<file path="config.mk">
export PLATFORM = sky130hd
export DESIGN_NAME = ascii85_stream_decoder
export DESIGN_NICKNAME = d
export VERILOG_FILES = /design/src/sv/a85_pkg.sv /design/src/sv/ascii85_stream_decoder.sv /design/src/sv/a85_decode.sv
export SDC_FILE = /design/constraint.sdc
export NUM_CORES = 1
export LEC_CHECK = 0
export BUFFER_PORTS_ARGS = -buffer_cell sky130_fd_sc_hd__buf_2
export CORE_UTILIZATION = 50
export CTS_BUF_LIST = sky130_fd_sc_hd__clkbuf_8
export DETAILED_ROUTE_END_ITERATION = 6
export PLACE_DENSITY = 0.66
export SYNTH_ARGS = -nofsm -noshare
export SYNTH_HDL_FRONTEND = slang
export SYNTH_SLANG_ARGS = --single-unit
</file>
<file path="constraint.sdc">
create_clock -name i_clk -period 9.6 [get_ports i_clk]
set_input_delay 0.48 -clock i_clk [delete_from_list [all_inputs] [get_ports i_clk]]
set_output_delay 0.48 -clock i_clk [all_outputs]
set_load 0.01 [all_outputs]
</file>
<file path="src/sv/a85_pkg.sv">
package a85_pkg;

    localparam int unsigned DigitLow  = 33;
    localparam int unsigned DigitHigh = 117;
    localparam int unsigned Base      = 85;
    localparam int unsigned ZeroChar  = 122;

    // Group held between digits: at most four digits, below 85^4 < 2^26
    localparam int unsigned GroupW = 26;
    // Full group: five digits, below 85^5 < 2^33
    localparam int unsigned FullW  = 33;

    typedef enum logic [1:0] {
        ST_OK         = 2'd0,
        ST_Z_IN_GROUP = 2'd1,
        ST_BAD_CHAR   = 2'd2,
        ST_OVERFLOW   = 2'd3
    } t_status;

    typedef struct packed {
        logic        emit;
        logic [31:0] data;
        logic [2:0]  count;
        t_status     status;
    } t_result;

endpackage

</file>
<file path="src/sv/ascii85_stream_decoder.sv">
// ASCII85 stream decoder.
// Input channel: one item per character (i_in_char) or an end-of-stream
// marker (i_end_of_stream); whitespace is skipped. Output channel: one
// decoded byte per item with o_status and o_run_last, which flags the last
// byte caused by one input item. An error gives a single zero byte with a
// nonzero status, after which every input item is taken and dropped.
// The first byte of an input item shows in the cycle after it is
// accepted. Items that produce no bytes are taken every cycle. An item that
// produces bytes needs the output register free, or its last byte leaving
// in the same cycle. A four-byte group holds that register until its last
// byte leaves, so a dense run of 'z' gives one byte per cycle while
// i_out_stall is low, with o_in_stall raised while each later 'z' waits.
// Full groups (five characters, four bytes) flow with no input stall.
// Reset (i_rst_n low, synchronous) clears the group, the digit count, the
// error halt and any pending bytes. While i_out_stall is high the current
// byte holds, and an input item that produces bytes waits until the output
// register is free.
module ascii85_stream_decoder (
    input  logic        i_clk,
    input  logic        i_rst_n,
    input  logic        i_in_valid,
    output logic        o_in_stall,
    input  logic [7:0]  i_in_char,
    input  logic        i_end_of_stream,
    output logic        o_out_valid,
    input  logic        i_out_stall,
    output logic [7:0]  o_out_byte,
    output logic [1:0]  o_status,
    output logic        o_run_last
);
    import a85_pkg::*;

    logic [GroupW-1:0] r_group, n_group;
    logic [2:0]        r_count, n_count;
    logic              r_halted, n_halted;
    logic              r_busy, n_busy;
    logic [31:0]       r_data, n_data;
    logic [2:0]        r_left, n_left;
    t_status           r_status, n_status;
    t_result           res;
    logic              in_take;
    logic              out_take;
    logic              out_free;

    a85_decode u_decode (
        .i_halted        (r_halted),
        .i_group         (r_group),
        .i_count         (r_count),
        .i_in_char       (i_in_char),
        .i_end_of_stream (i_end_of_stream),
        .o_group         (n_group),
        .o_count         (n_count),
        .o_halted        (n_halted),
        .o_result        (res)
    );

    assign out_take = r_busy && !i_out_stall;
    assign out_free = !r_busy || (out_take && r_left == 3'd1);
    // hold input only when its bytes would find the output register full
    assign o_in_stall = !out_free && res.emit;
    assign in_take    = i_in_valid && !o_in_stall;

    always_comb begin
        n_busy   = r_busy;
        n_data   = r_data;
        n_left   = r_left;
        n_status = r_status;
        if (out_take) begin
            n_left = r_left - 3'd1;
            n_data = {r_data[23:0], 8'd0};
            if (r_left == 3'd1) begin
                n_busy = 1'b0;
            end
        end
        // a new item's bytes replace the last byte leaving this cycle
        if (in_take && res.emit) begin
            n_busy   = 1'b1;
            n_data   = res.data;
            n_left   = res.count;
            n_status = res.status;
        end
    end

    always_ff @(posedge i_clk) begin
        if (!i_rst_n) begin
            r_group  <= '0;
            r_count  <= '0;
            r_halted <= 1'b0;
            r_busy   <= 1'b0;
            r_data   <= '0;
            r_left   <= '0;
            r_status <= ST_OK;
        end else begin
            if (in_take) begin
                r_group  <= n_group;
                r_count  <= n_count;
                r_halted <= n_halted;
            end
            r_busy   <= n_busy;
            r_data   <= n_data;
            r_left   <= n_left;
            r_status <= n_status;
        end
    end

    assign o_out_valid = r_busy;
    assign o_out_byte  = r_data[31:24];
    assign o_status    = r_status;
    assign o_run_last  = (r_left == 3'd1);

endmodule

</file>
<file path="src/sv/a85_decode.sv">
module a85_decode (
    input  logic                        i_halted,
    input  logic [a85_pkg::GroupW-1:0]  i_group,
    input  logic [2:0]                  i_count,
    input  logic [7:0]                  i_in_char,
    input  logic                        i_end_of_stream,
    output logic [a85_pkg::GroupW-1:0]  o_group,
    output logic [2:0]                  o_count,
    output logic                        o_halted,
    output a85_pkg::t_result            o_result
);
    import a85_pkg::*;

    logic              is_blank;
    logic              in_range;
    logic [6:0]        digit;
    logic [FullW-1:0]  acc;
    logic [GroupW:0]   v_inc;
    logic [GroupW-1:0] pad_pow;
    logic [52:0]       prod;
    logic [FullW-1:0]  padded;

    assign is_blank = (i_in_char == 8'd32) || (i_in_char >= 8'd9 && i_in_char <= 8'd13);
    assign in_range = (i_in_char >= 8'(DigitLow)) && (i_in_char <= 8'(DigitHigh));
    assign digit    = 7'(i_in_char - 8'(DigitLow));
    assign acc      = FullW'(i_group) * FullW'(Base) + FullW'(digit);

    // Padding with 'u' digits: v*85^k + (85^k - 1) = (v+1)*85^k - 1
    always_comb begin
        unique case (i_count)
            3'd1:    pad_pow = GroupW'(52200625);
            3'd2:    pad_pow = GroupW'(614125);
            3'd3:    pad_pow = GroupW'(7225);
            default: pad_pow = GroupW'(Base);
        endcase
    end

    assign v_inc  = {1'b0, i_group} + (GroupW+1)'(1);
    assign prod   = 53'(v_inc) * 53'(pad_pow);
    assign padded = prod[FullW-1:0] - FullW'(1);

    always_comb begin
        o_group         = i_group;
        o_count         = i_count;
        o_halted        = i_halted;
        o_result.emit   = 1'b0;
        o_result.data   = '0;
        o_result.count  = 3'd1;
        o_result.status = ST_OK;

        priority if (i_halted) begin
            // drop everything until reset
        end else if (i_end_of_stream) begin
            o_group = '0;
            o_count = '0;
            if (i_count != 3'd0) begin
                if (padded[FullW-1]) begin
                    o_halted        = 1'b1;
                    o_result.emit   = 1'b1;
                    o_result.status = ST_OVERFLOW;
                end else if (i_count != 3'd1) begin
                    o_result.emit  = 1'b1;
                    o_result.data  = padded[31:0];
                    o_result.count = i_count - 3'd1;
                end
            end
        end else if (is_blank) begin
            // skip whitespace
        end else if (i_in_char == 8'(ZeroChar)) begin
            o_result.emit = 1'b1;
            if (i_count != 3'd0) begin
                o_group         = '0;
                o_count         = '0;
                o_halted        = 1'b1;
                o_result.status = ST_Z_IN_GROUP;
            end else begin
                o_result.count = 3'd4;
            end
        end else if (!in_range) begin
            o_group         = '0;
            o_count         = '0;
            o_halted        = 1'b1;
            o_result.emit   = 1'b1;
            o_result.status = ST_BAD_CHAR;
        end else if (i_count == 3'd4) begin
            o_group       = '0;
            o_count       = '0;
            o_result.emit = 1'b1;
            if (acc[FullW-1]) begin
                o_halted        = 1'b1;
                o_result.status = ST_OVERFLOW;
            end else begin
                o_result.data  = acc[31:0];
                o_result.count = 3'd4;
            end
        end else begin
            o_group = acc[GroupW-1:0];
            o_count = i_count + 3'd1;
        end
    end

endmodule

</file>
==> results.md <==
- Final Hold Viols: 0
- Fin crit share: 97.1%
- IR Drop Worst-Case VDD: 91.9 uV
- Initial antenna violation count: 0
- Count of final max-slew check failures: 0
- DR vias/cell: 5.44
- Largest net degree at the start of global routing: 70
- MaxCap Viol Count: 0
- CP Max Fanout: 13
- CP max-delay cell: fa_1
- Sink Count: 68
- Max stage delay on crit path: 0.60 ns
- Tot GR Track Use: 28.5%
- Endpoints failing setup: 0
- #FFs+latches synth: 68
- Diode count: 0
- Fmax: 0.107 GHz
- Leakage: 12.5 nW
- Min-delay worst type: reg -> reg
- Area growth, synth to finish: 6.50%
- Skew-Pair Late Insertion Delay: 0.37 ns
- Critical path capture point type: output port
- Switching part of the total: 45.7%
- Die Wd: 207 um
- Outcome: finished, final reports clean
- DIE HEIGHT: 207 um
- Critical Path AT: 8.84 ns
- Cell with the most instances after synthesis: inv_1
- Seq/Total Area, Yosys: 6.46%
- # DRC: 0
- Post-Syn Area: 0.0211 mm2
- Switch Pwr: 0.550 mW
- Slew headroom: 13.1%
- Starting Density: 51.2%
- Register share of total power: 24.9%
- Routed len/inst: 19.6 um
- Ports: 26
- Core box area: 0.0412 mm2
- Top cells by area, synth: fa_1 35%, ha_1 18%, inv_1 13%
- Syn_area_per_cell: 8.62 um2
- Mapped Cells: 2,445
- Post-synth top area share: 34.7%
- Ys flop type: dfxtp_1
- Synth warnings: 0
- Combinational Power Share: 54.9%
- 1st-iter DRT viols: 1,194
- CP dominant cell by count: fa_1
- Syn Nets: 3,126
- Routability cong.: 1.03
- Worst EP required: 9.12 ns
- Worst-Margin Slew: 1.30 ns
- Port Buf Inserts: 25
- Int Power: 0.655 mW
- Setup TNS: 0 ns
- Total power draw: 1.21 mW
- Number of H-tree levels: 3
- Die ar.: 0.0430 mm2
- Total grt overflow: 0
- DP Wirelength: 51.1 mm
- CTS tree: built
- Clock Tree Root: clkbuf_8
- Synth area leader: fa_1
- Clock network power share: 20.1%
- Post-synth EDFFs: 0
- Total Wirelength: 58.8 mm
- Synth cell types: 75
- Commonest cells post-synth: 706 x inv_1, 365 x fa_1, 303 x ha_1, 157 x nand2_1, 149 x nor2_1
- Post-layout minimum cycle time: 9.32 ns
- Global-route wire length before repair: 94.9 mm
- Crit Path Category: reg -> out
- Non-filler instance count after layout: 3,005
- Clock slew at reported path FFs: 0.08 ns
- Number of global-route vias before repair: 17,200
- Worst setup SP type: flip-flop
- PwrDens: 53.7 mW/mm2
- Finished Core Util: 54.5%
- Post-layout nets: 3,150
- FP Rows: 74
- Cell count after placement: 2,980
- TritonRoute pass-1 iters: 5
- Ys async rst share: 0%
- Max clock buf depth: 2
- Overall via count from detail_route: 16,300
- Clock skew: 0.0155 ns
- Share of cells above drive strength 1: 6.67%
- Final ANT Viol Nets: 0
- CTS Buf Count: 9
## state kept, by name, indices dropped and copies added, names as in the netlist
name / flops
o_out_valid: 1
o_status: 2
r_count: 3
r_data: 32
r_group: 26
r_halted: 1
r_left: 3
## layer usage
layer / global-route usage (%) / vias to the layer above / part of all wire (%)
met2: 45.9 / 544 / 46
met4: 10.0 / 0 / 4.2
met3: 3.30 / 122 / 6.4
li1: - / 7556 / -
met5: 0 / - / 0
met1: 39.6 / 8123 / 43
## worst paths after layout
| path | from | to | slack [ns] | depth (start not counted) |
|---|---|---|---|---|
| max | r_group[0] | o_in_stall | 0.28 | 29 |
| min | r_data[3] | r_data[3] | 0.48 | 2 |
| max reg2reg | r_group[0] | r_data[19] | 0.52 | 30 |
| min reg2reg | r_data[3] | r_data[3] | 0.48 | 2 |
## per-stage QoR
stage	hold slack (ns)	cell area, um2	setup WS [ns]
2_1_floorplan	0.446	21100	1.10
3_5_place_dp	0.460	21900	-0.000916
3_3_place_gp	0.454	21900	0.0739
5_1_grt	0.494	22500	-0.0729
6_report	0.479	22500	0.283
4_1_cts	0.473	22200	0.00537
## worst max-delay path, delay by kind of cell, from the launching register on
kind / cells / cell delay, ns
adder cells (fa/ha/maj): 9 / 4.17
AND/OR/NAND/NOR: 6 / 1.50
AO/OA/AOI/OAI: 7 / 1.27
buffers and inverters: 6 / 0.92
flip-flops: 1 / 0.40
XOR/XNOR: 1 / 0.20
## cells in the final DEF, fill, tap and decap left out, drive strengths merged, types with 24 or more instances in the layout
cell type and n:
fa 365, o21ai 47, a21o 25, o211a 24, ha 303, mux2i 25, buf 79, dfxtp 68
a21oi 100, nor3 38, nand2 157, inv 706, nor2 149, xnor2 73, nand3 24, nor2b 37
xor2 38
## layout make-up
cell class	instances	area, um2
clock buffers	9	124
clock inverters	6	66.3
fillers	3828	18700
inverters	707	2660
multi-input cells	1604	17000
flip-flops and latches	68	1390
well taps	532	666
repair buffers	79	568
## power groups by stage
stage          combinational (mW)  clock [mW]  sequential (mW)
2_1_floorplan               0.421           0            0.307
3_3_place_gp                0.616           0            0.308
3_5_place_dp                0.622           0            0.309
4_1_cts                     0.634       0.245            0.302
5_1_grt                     0.714       0.257            0.302
6_report                    0.662       0.243            0.301
## timing repair
item	4_1_cts	5_1_grt
hold endpoints to repair	0	0
hold buffers	0	0
setup buffers	1	9
resized for setup	12	45
setup endpoints to repair	3	66
pin swaps	1	10
## cell families after synthesis
group	share of synthesized area (%)
buf+inv	14.1
mux	1.19
simple gates	11.0
compound gates	9.58
flops	6.46
fa+ha+maj	52.6
xor+xnor	5.02
No activity file was read; power rests on OpenSTA's default activity.
